--- config.mk ---
export PLATFORM = sky130hd
export DESIGN_NAME = prefix_formula_tautology_check
export DESIGN_NICKNAME = d
export VERILOG_FILES = /design/src/hw/rtl/pfx_pkg.sv /design/src/hw/rtl/prefix_formula_tautology_check.sv /design/src/hw/rtl/pfx_cell.sv /design/src/hw/rtl/pfx_stack.sv
export SDC_FILE = /design/constraint.sdc
export NUM_CORES = 2
export LEC_CHECK = 0
export BUFFER_PORTS_ARGS = -buffer_cell sky130_fd_sc_hd__buf_2
export CORE_ASPECT_RATIO = 1.75
export CORE_MARGIN = 3
export CORE_UTILIZATION = 40
export DETAILED_ROUTE_END_ITERATION = 8
export GPL_TIMING_DRIVEN = 0
export PLACE_DENSITY_LB_ADDON = 0.3
export SLEW_MARGIN = 25
export SYNTH_ARGS = -nofsm -noshare
export SYNTH_HDL_FRONTEND = slang
export SYNTH_SLANG_ARGS = --single-unit
export TNS_END_PERCENT = 10
--- constraint.sdc ---
create_clock -name clk -period 68.5 [get_ports clk]
set_clock_uncertainty 0.1 [all_clocks]
set_input_delay 10.275 -clock clk [delete_from_list [all_inputs] [get_ports clk]]
set_output_delay 10.275 -clock clk [all_outputs]
set_load 0.03 [all_outputs]
--- src/hw/rtl/pfx_pkg.sv ---
// ----------------------------------------------------------------------------
// pfx_pkg
// Shared types, symbol codes and truth-table constants for the prefix
// formula tautology checker.
// ----------------------------------------------------------------------------
package pfx_pkg;

  localparam int MAX_DEPTH = 64;
  localparam int DEPTH_W   = $clog2(MAX_DEPTH + 1);
  localparam int WORD_W    = 32;

  // ASCII codes of the significant symbols
  localparam logic [7:0] SYM_P = 8'h70;
  localparam logic [7:0] SYM_Q = 8'h71;
  localparam logic [7:0] SYM_R = 8'h72;
  localparam logic [7:0] SYM_S = 8'h73;
  localparam logic [7:0] SYM_T = 8'h74;
  localparam logic [7:0] SYM_K = 8'h4B;
  localparam logic [7:0] SYM_A = 8'h41;
  localparam logic [7:0] SYM_N = 8'h4E;
  localparam logic [7:0] SYM_C = 8'h43;
  localparam logic [7:0] SYM_E = 8'h45;

  // Truth-table words: bit i is the variable's value under assignment i
  localparam logic [WORD_W-1:0] WORD_P = 32'hAAAA_AAAA;
  localparam logic [WORD_W-1:0] WORD_Q = 32'hCCCC_CCCC;
  localparam logic [WORD_W-1:0] WORD_R = 32'hF0F0_F0F0;
  localparam logic [WORD_W-1:0] WORD_S = 32'hFF00_FF00;
  localparam logic [WORD_W-1:0] WORD_T = 32'hFFFF_0000;

  typedef enum logic [2:0] {
    CODE_N    = 3'd0,
    CODE_K    = 3'd1,
    CODE_A    = 3'd2,
    CODE_C    = 3'd3,
    CODE_E    = 3'd4,
    CODE_LEFT = 3'd5
  } code_t;

  typedef struct packed {
    code_t             code;
    logic [WORD_W-1:0] word;
  } entry_t;

  typedef enum logic [1:0] {
    SH_HOLD,
    SH_PUSH,
    SH_POP1,
    SH_POP2
  } shift_t;

  typedef enum logic [1:0] {
    ST_IDLE,
    ST_REDUCE,
    ST_EMIT
  } state_t;

  function automatic logic [WORD_W-1:0] apply_binary(code_t op, logic [WORD_W-1:0] left,
                                                     logic [WORD_W-1:0] right);
    logic [WORD_W-1:0] res;
    case (op)
      CODE_K:  res = left & right;
      CODE_A:  res = left | right;
      CODE_C:  res = ~left | right;
      default: res = ~(left ^ right);
    endcase
    return res;
  endfunction

endpackage

--- src/hw/rtl/prefix_formula_tautology_check.sv ---
// ----------------------------------------------------------------------------
// prefix_formula_tautology_check
// Reads a prefix boolean formula one character per transfer, evaluates it
// on all 32 assignments of p..t as truth-table words and reports on the
// last character whether it is a tautology or malformed.
//
//   channel  ports                              direction
//   in       in_valid in_stall in_symbol in_last   input (in_stall out)
//   out      out_valid out_stall out_tautology     output (out_stall in)
//            out_malformed
//
// An operator or ignored character is taken in ST_IDLE. A variable then
// runs its reduction chain in ST_REDUCE (a negation pops one cell, a
// binary operator pops two) and the final push or completion. A character
// with in_last then loads the result register in ST_EMIT, waiting while
// out_stall holds a previous result. The stack is a chain of MAX_DEPTH
// shifting cells. Synchronous active-low reset; no clearing pass.
// ----------------------------------------------------------------------------
module prefix_formula_tautology_check
  import pfx_pkg::*;
(
  input  logic       clk,
  input  logic       rst_n,
  input  logic       in_valid,
  output logic       in_stall,
  input  logic [7:0] in_symbol,
  input  logic       in_last,
  output logic       out_valid,
  input  logic       out_stall,
  output logic       out_tautology,
  output logic       out_malformed
);

  state_t state_r, state_nxt;
  logic [DEPTH_W-1:0] depth_r, depth_nxt;
  logic [WORD_W-1:0]  value_r, value_nxt;
  logic [WORD_W-1:0]  v_r, v_nxt;
  logic complete_r, complete_nxt;
  logic error_r, error_nxt;
  logic last_r, last_nxt;
  logic out_valid_r, out_valid_nxt;
  logic out_taut_r, out_taut_nxt;
  logic out_bad_r, out_bad_nxt;

  shift_t shift;
  entry_t push_data;
  entry_t top;
  entry_t second;

  logic              in_xfer;
  logic              sym_sig;
  logic              sym_var;
  logic [WORD_W-1:0] sym_word;
  code_t             sym_code;
  logic              take_var;
  logic              step_done;
  logic              slot_free;
  logic              stack_full;
  logic              bad;

  pfx_stack u_stack (
    .clk       (clk),
    .shift     (shift),
    .push_data (push_data),
    .top       (top),
    .second    (second)
  );

  assign in_xfer    = in_valid && !in_stall;
  assign slot_free  = !out_valid_r || !out_stall;
  assign stack_full = (depth_r == DEPTH_W'(MAX_DEPTH));
  assign bad        = error_r || !complete_r;

  // symbol decode
  always_comb begin
    sym_sig  = 1'b1;
    sym_var  = 1'b1;
    sym_word = '0;
    sym_code = CODE_N;
    case (in_symbol)
      SYM_P:   sym_word = WORD_P;
      SYM_Q:   sym_word = WORD_Q;
      SYM_R:   sym_word = WORD_R;
      SYM_S:   sym_word = WORD_S;
      SYM_T:   sym_word = WORD_T;
      SYM_N:   begin sym_var = 1'b0; sym_code = CODE_N; end
      SYM_K:   begin sym_var = 1'b0; sym_code = CODE_K; end
      SYM_A:   begin sym_var = 1'b0; sym_code = CODE_A; end
      SYM_C:   begin sym_var = 1'b0; sym_code = CODE_C; end
      SYM_E:   begin sym_var = 1'b0; sym_code = CODE_E; end
      default: sym_sig = 1'b0;
    endcase
  end

  assign take_var = sym_sig && !error_r && !complete_r && sym_var;

  // a reduction step ends the chain unless it popped a negation or a pair
  always_comb begin
    step_done = 1'b1;
    if (depth_r != '0) begin
      case (top.code)
        CODE_N:    step_done = 1'b0;
        CODE_LEFT: step_done = (depth_r < DEPTH_W'(2));
        default:   step_done = 1'b1;
      endcase
    end
  end

  // next state
  always_comb begin
    state_nxt = state_r;
    case (state_r)
      ST_IDLE: begin
        if (in_xfer) begin
          if (take_var) begin
            state_nxt = ST_REDUCE;
          end else if (in_last) begin
            state_nxt = ST_EMIT;
          end
        end
      end
      ST_REDUCE: begin
        if (step_done) begin
          state_nxt = last_r ? ST_EMIT : ST_IDLE;
        end
      end
      ST_EMIT: begin
        if (slot_free) begin
          state_nxt = ST_IDLE;
        end
      end
      default: state_nxt = ST_IDLE;
    endcase
  end

  // datapath and outputs
  always_comb begin
    depth_nxt     = depth_r;
    value_nxt     = value_r;
    v_nxt         = v_r;
    complete_nxt  = complete_r;
    error_nxt     = error_r;
    last_nxt      = last_r;
    out_taut_nxt  = out_taut_r;
    out_bad_nxt   = out_bad_r;
    out_valid_nxt = out_valid_r && out_stall;
    shift         = SH_HOLD;
    push_data     = '{code: CODE_LEFT, word: v_r};
    case (state_r)
      ST_IDLE: begin
        if (in_xfer) begin
          last_nxt = in_last;
          if (sym_sig && !error_r) begin
            if (complete_r) begin
              // trailing symbol after a complete formula
              error_nxt = 1'b1;
            end else if (sym_var) begin
              v_nxt = sym_word;
            end else if (stack_full) begin
              error_nxt = 1'b1;
            end else begin
              shift     = SH_PUSH;
              push_data = '{code: sym_code, word: '0};
              depth_nxt = depth_r + DEPTH_W'(1);
            end
          end
        end
      end
      ST_REDUCE: begin
        if (depth_r == '0) begin
          value_nxt    = v_r;
          complete_nxt = 1'b1;
        end else begin
          case (top.code)
            CODE_N: begin
              v_nxt     = ~v_r;
              shift     = SH_POP1;
              depth_nxt = depth_r - DEPTH_W'(1);
            end
            CODE_LEFT: begin
              if (depth_r < DEPTH_W'(2)) begin
                error_nxt = 1'b1;
              end else begin
                v_nxt     = apply_binary(second.code, top.word, v_r);
                shift     = SH_POP2;
                depth_nxt = depth_r - DEPTH_W'(2);
              end
            end
            default: begin
              // binary operator waiting: park the left operand
              if (stack_full) begin
                error_nxt = 1'b1;
              end else begin
                shift     = SH_PUSH;
                depth_nxt = depth_r + DEPTH_W'(1);
              end
            end
          endcase
        end
      end
      ST_EMIT: begin
        if (slot_free) begin
          out_valid_nxt = 1'b1;
          out_taut_nxt  = !bad && (value_r == '1);
          out_bad_nxt   = bad;
          depth_nxt     = '0;
          value_nxt     = '0;
          complete_nxt  = 1'b0;
          error_nxt     = 1'b0;
        end
      end
      default: ;
    endcase
  end

  always_ff @(posedge clk) begin
    if (!rst_n) begin
      state_r     <= ST_IDLE;
      depth_r     <= '0;
      value_r     <= '0;
      complete_r  <= 1'b0;
      error_r     <= 1'b0;
      last_r      <= 1'b0;
      out_valid_r <= 1'b0;
    end else begin
      state_r     <= state_nxt;
      depth_r     <= depth_nxt;
      value_r     <= value_nxt;
      complete_r  <= complete_nxt;
      error_r     <= error_nxt;
      last_r      <= last_nxt;
      out_valid_r <= out_valid_nxt;
    end
  end

  always_ff @(posedge clk) begin
    v_r        <= v_nxt;
    out_taut_r <= out_taut_nxt;
    out_bad_r  <= out_bad_nxt;
  end

  assign in_stall      = (state_r != ST_IDLE);
  assign out_valid     = out_valid_r;
  assign out_tautology = out_taut_r;
  assign out_malformed = out_bad_r;

endmodule

--- src/hw/rtl/pfx_cell.sv ---
// ----------------------------------------------------------------------------
// pfx_cell
// One stack cell: holds an entry and loads push_in, pop1_in or pop2_in on a push or pop.
// ----------------------------------------------------------------------------
module pfx_cell
  import pfx_pkg::*;
(
  input  logic   clk,
  input  shift_t shift,
  input  entry_t push_in,
  input  entry_t pop1_in,
  input  entry_t pop2_in,
  output entry_t entry_q
);

  entry_t entry_r;
  entry_t entry_nxt;

  always_comb begin
    case (shift)
      SH_PUSH: entry_nxt = push_in;
      SH_POP1: entry_nxt = pop1_in;
      SH_POP2: entry_nxt = pop2_in;
      default: entry_nxt = entry_r;
    endcase
  end

  always_ff @(posedge clk) begin
    entry_r <= entry_nxt;
  end

  assign entry_q = entry_r;

endmodule

--- src/hw/rtl/pfx_stack.sv ---
// ----------------------------------------------------------------------------
// pfx_stack
// Shift stack built from a row of cells; cell 0 is the top of stack.
// ----------------------------------------------------------------------------
module pfx_stack
  import pfx_pkg::*;
(
  input  logic   clk,
  input  shift_t shift,
  input  entry_t push_data,
  output entry_t top,
  output entry_t second
);

  entry_t cell_q [MAX_DEPTH];

  for (genvar i = 0; i < MAX_DEPTH; i++) begin : g_cell
    entry_t push_src;
    entry_t pop1_src;
    entry_t pop2_src;

    if (i == 0) begin : g_head
      assign push_src = push_data;
    end else begin : g_body
      assign push_src = cell_q[i-1];
    end

    // cells at the bottom pull in filler on a pop
    if (i + 1 < MAX_DEPTH) begin : g_p1
      assign pop1_src = cell_q[i+1];
    end else begin : g_p1_end
      assign pop1_src = entry_t'('0);
    end

    if (i + 2 < MAX_DEPTH) begin : g_p2
      assign pop2_src = cell_q[i+2];
    end else begin : g_p2_end
      assign pop2_src = entry_t'('0);
    end

    pfx_cell u_cell (
      .clk     (clk),
      .shift   (shift),
      .push_in (push_src),
      .pop1_in (pop1_src),
      .pop2_in (pop2_src),
      .entry_q (cell_q[i])
    );
  end

  assign top    = cell_q[0];
  assign second = cell_q[1];

endmodule
==> flow_metrics.py <==
metrics = {
    "power_and_ir_drop": {
        "p_switching_uw": 656.1,
        "p_total_uw": 2896,
        "p_int_uw": 2240,
        "clockPowerShare_pct": 43.6,
        "peakVddDrop_uv": 20.49,
        "pwr_density_cell_nw_per_um2": 21.21,
        "switching_share_pct": 22.66,
        "power_frac_seq_pct": 54.1,
        "p_comb_share_pct": 2.3,
        "p_leak_uw": 0.04158,
    },
    "finish": {
        "fillers": 29710,
        "syn_to_final_growth_pct": 11.03,
        "multi_input_area_um2": 47650,
        "ff_latch_area_um2": 69190,
        "stdcell_area_um2": 136500,
        "nNetsFinal": 12370,
        "instances_no_fill": 16550,
        "fin_util_pct": 44.74,
        "drive_gt1_share_pct": 8.025,
    },
    "placement": {
        "io_buffer_count": 15,
        "place_area_um2": 129500,
        "gp_congestion": 1.057,
        "dp.cells": 16130,
        "hpwl_um": 403500,
    },
    "timing": {
        "min_period_ns": 16.62,
        "period_share_pct": 24.27,
        "rsz0062_at_grt": "no",
        "worstMarginPinSlew_ns": 1.212,
        "setup_tns_ns": 0,
        "relSlewSlack_pct": 19.18,
        "hold_viol": 0,
        "max_freq_mhz": 60.15,
        "setup_viol": 0,
        "maxSlewViolCount": 0,
    },
    "yosys": {
        "syn_nets": 12060,
        "yosys.area.top_type": "edfxtp_1",
        "ys_types": 72,
        "synth.avg_cell_area_um2": 10.24,
        "synth_top_area_share_pct": 55.53,
        "yosys-top-cells-area": "edfxtp_1 56%, o211ai_1 20%, nand2_1 10%",
        "ys_seq_area_share_pct": 56.27,
        "ys_ff_latch": 2319,
        "synth_flop_cell": "edfxtp_1",
        "async_flop_share_pct": 0,
        "postSynthCellCount": 12000,
        "synth_area_um2": 123000,
        "yosysWarnings": 0,
        "synth_edf_count": 2274,
    },
    "setup_path": {
        "worstPathMaxFanout": 51,
        "crit_required_ns": 69.03,
        "crit_path_end_kind": "flip-flop",
        "cp-start-kind": "input port",
        "crit_slowest_cell": "nor3_4",
        "cp_data_arrival_time_ns": 17.15,
        "crit_chain": "buf_2, clkbuf_1, mux2i_1, a32oi_1, nor3_4, nor2_4, buf_2, buf_2, buf_2, nand2_4, buf_16, buf_16, buf_12, buf_12, buf_16, buf_16, buf_12, buf_12, buf_12, buf_12",
        "cp_common_cell": "buf_12",
        "crit_family": "buffers and inverters",
        "max_stage_delay_ns": 0.75,
        "path_buf_inv": 15,
        "crit_type": "input port to flip-flop",
    },
    "grt": {
        "grt_pass1_wl_um": 743800,
        "grt_max_degree": 55,
        "use_met2_pct": 59.55,
        "met3_usage_pct": 4.269,
        "grt_overflow_total": 0,
        "grt.total_usage_pct": 31.75,
        "first_global_vias": 112000,
        "gr-max-usage-layer": "met2",
        "antenna_found_initial": 25,
        "grtUsageMet1_pct": 29.79,
    },
    "detailed_routing": {
        "wirelength_um": 516700,
        "drc": 0,
        "vias": 106100,
        "antenna_left": 0,
        "drtIter0Drc": 10460,
        "wire_per_inst_um": 31.22,
        "drtPass1Iterations": 8,
        "vias_per_cell": 6.410,
    },
    "cts": {
        "hold_buffers": 0,
        "numCtsBuffers": 232,
        "post_cts_resized": 0,
        "htreeDepth": 4,
        "cts_tree": "yes",
        "path_clk_slew_ns": 0.06,
        "clockBufferDepth": 4,
        "clock_tree.root_cell": "clkbuf_16",
        "clock_sinks": 2319,
        "postCtsSetupBuffers": 0,
        "clock_latency_ns": 0.96,
    },
    "die": {
        "fp.coreArea_um2": 305100,
        "dieWidth_um": 425.1,
        "initial_core_util_pct": 40.30,
        "ioPinCount": 17,
        "dieArea_um2": 314400,
        "rows": 268,
        "die-height_um": 739.5,
    },
    "run": {
        "maxCapViolCount": 0,
    },
    "outcome": {
        "outcome": "finished clean",
    },
    "hold_path": {
        "hold_path.class": "flip-flop to flip-flop",
    },
}
==> worst paths after layout <==
| check | from | endpoint | slack, ns | cells past startpoint |
|---|---|---|---|---|
| setup / recovery | in_symbol[1] | u_stack.g_cell[32].u_cell.entry_q[22] | 51.88 | 20 |
| hold / removal | last_r | last_r | 0.36 | 2 |
| setup reg to reg | depth_r[1] | u_stack.g_cell[32].u_cell.entry_q[22] | 61.03 | 21 |
| hold reg to reg | last_r | last_r | 0.36 | 2 |
==> cells in the mapped netlist (36+ instances only) <==
library cell     n
nand2_1       3369
o211ai_1      3210
edfxtp_1      2274
nand4_1       1163
clkbuf_1       600
buf_2          566
buf_1          218
o21ai_0         73
nor2_1          59
dfxtp_1         45
ha_1            42
a21oi_1         40
nand3_1         40
and2_1          36
==> kinds of logic after synthesis <==
kind of cell	share of synthesized area, %
adder cells (fa/ha/maj)	0.4355
buffers and inverters	5.014
AO/OA/AOI/OAI	20.97
flip-flops	56.27
AND/OR/NAND/NOR	17.04
XOR/XNOR	0.2635
multiplexers	0.01628
==> through the flow <==
| stage | setup slack [ns] | hold slack [ns] |
|---|---|---|
| 6_report | 51.88 | 0.3649 |
| 5_1_grt | 51.81 | 0.3894 |
| 4_1_cts | 51.85 | 0.3677 |
| 3_5_place_dp | 50.87 | 0.3550 |
| 3_3_place_gp | -24.49 | 0.3515 |
| 2_1_floorplan | 5.157 | 0.3342 |
==> registers in the layout, indices dropped and copies added, names as in the netlist, 2 cells and up <==
| name | flops |
|---|---|
| u_stack.g_cell.u_cell.entry_q | 2240 |
| v_r | 32 |
| value_r | 32 |
| depth_r | 7 |
| state_r | 2 |
==> cells in the final DEF (no fill, tap or decap), types with 6 or more instances in the layout <==
master      Yosys  layout
o22ai_1         6       6
bufinv_16       0      12
clkinvlp_4      0       8
a22oi_1        32      32
clkinv_1        0      54
clkinv_2        0      41
a311o_1         6       6
buf_2         566     583
a21oi_1        40      39
o21a_1          8       8
ha_1           42      42
nand2_1      3369    3368
o21ai_1         8       8
and3_1          6       6
buf_12          0      22
clkbuf_2        0      15
a32o_1          7       7
inv_1          18      18
a31oi_1         6       6
and2_1         36      36
dfxtp_1        45      45
edfxtp_1     2274    2274
nand4_1      1163    1163
clkbuf_1      600     640
xor2_1         35      35
o211ai_1     3210    3210
nor2_1         59      59
buf_6          14      15
buf_1         218     217
a31o_2          9       9
buf_16          0      33
nor3_1         12      11
nand3_1        40      40
o21ai_0        73      73
nor2b_1         8       7
diode_2         0      15
clkbuf_16       0     234
==> layer usage <==
layer	wire, um	up-vias
met5	55	-
met2	275500	5116
met4	52050	8
li1	-	47450
met3	26900	2136
met1	162200	51380
==> area by class of cell <==
type	count	area share [%]
tap	4050	3.712
clock inverter	121	0.6589
timing repair buffer	72	1.055
clock buffer	289	4.440
buffer	1403	4.481
multi-input combinational	8264	34.90
antenna	15	0.02749
sequential	2319	50.67
inverter	18	0.04949
==> power by group through the flow <==
stage / combinational, uW / clock (uW) / sequential [uW]
finish: 65.9 / 1260 / 1570
CTS: 64.6 / 1270 / 1570
global route: 70.3 / 1310 / 1570
floorplan: 39.4 / 0 / 1630
global placement: 60.1 / 0 / 1660
detailed placement: 64.3 / 0 / 1600
==> worst reg2reg max path, delay by kind of cell, from the launching register on <==
kind | cells | cell delay [ns]
buffers and inverters | 16 | 5.00
AND/OR/NAND/NOR | 3 | 1.16
AO/OA/AOI/OAI | 1 | 0.38
flip-flops | 1 | 0.37
adder cells (fa/ha/maj) | 1 | 0.19
Note: power is estimated with default switching activity, not from simulation.
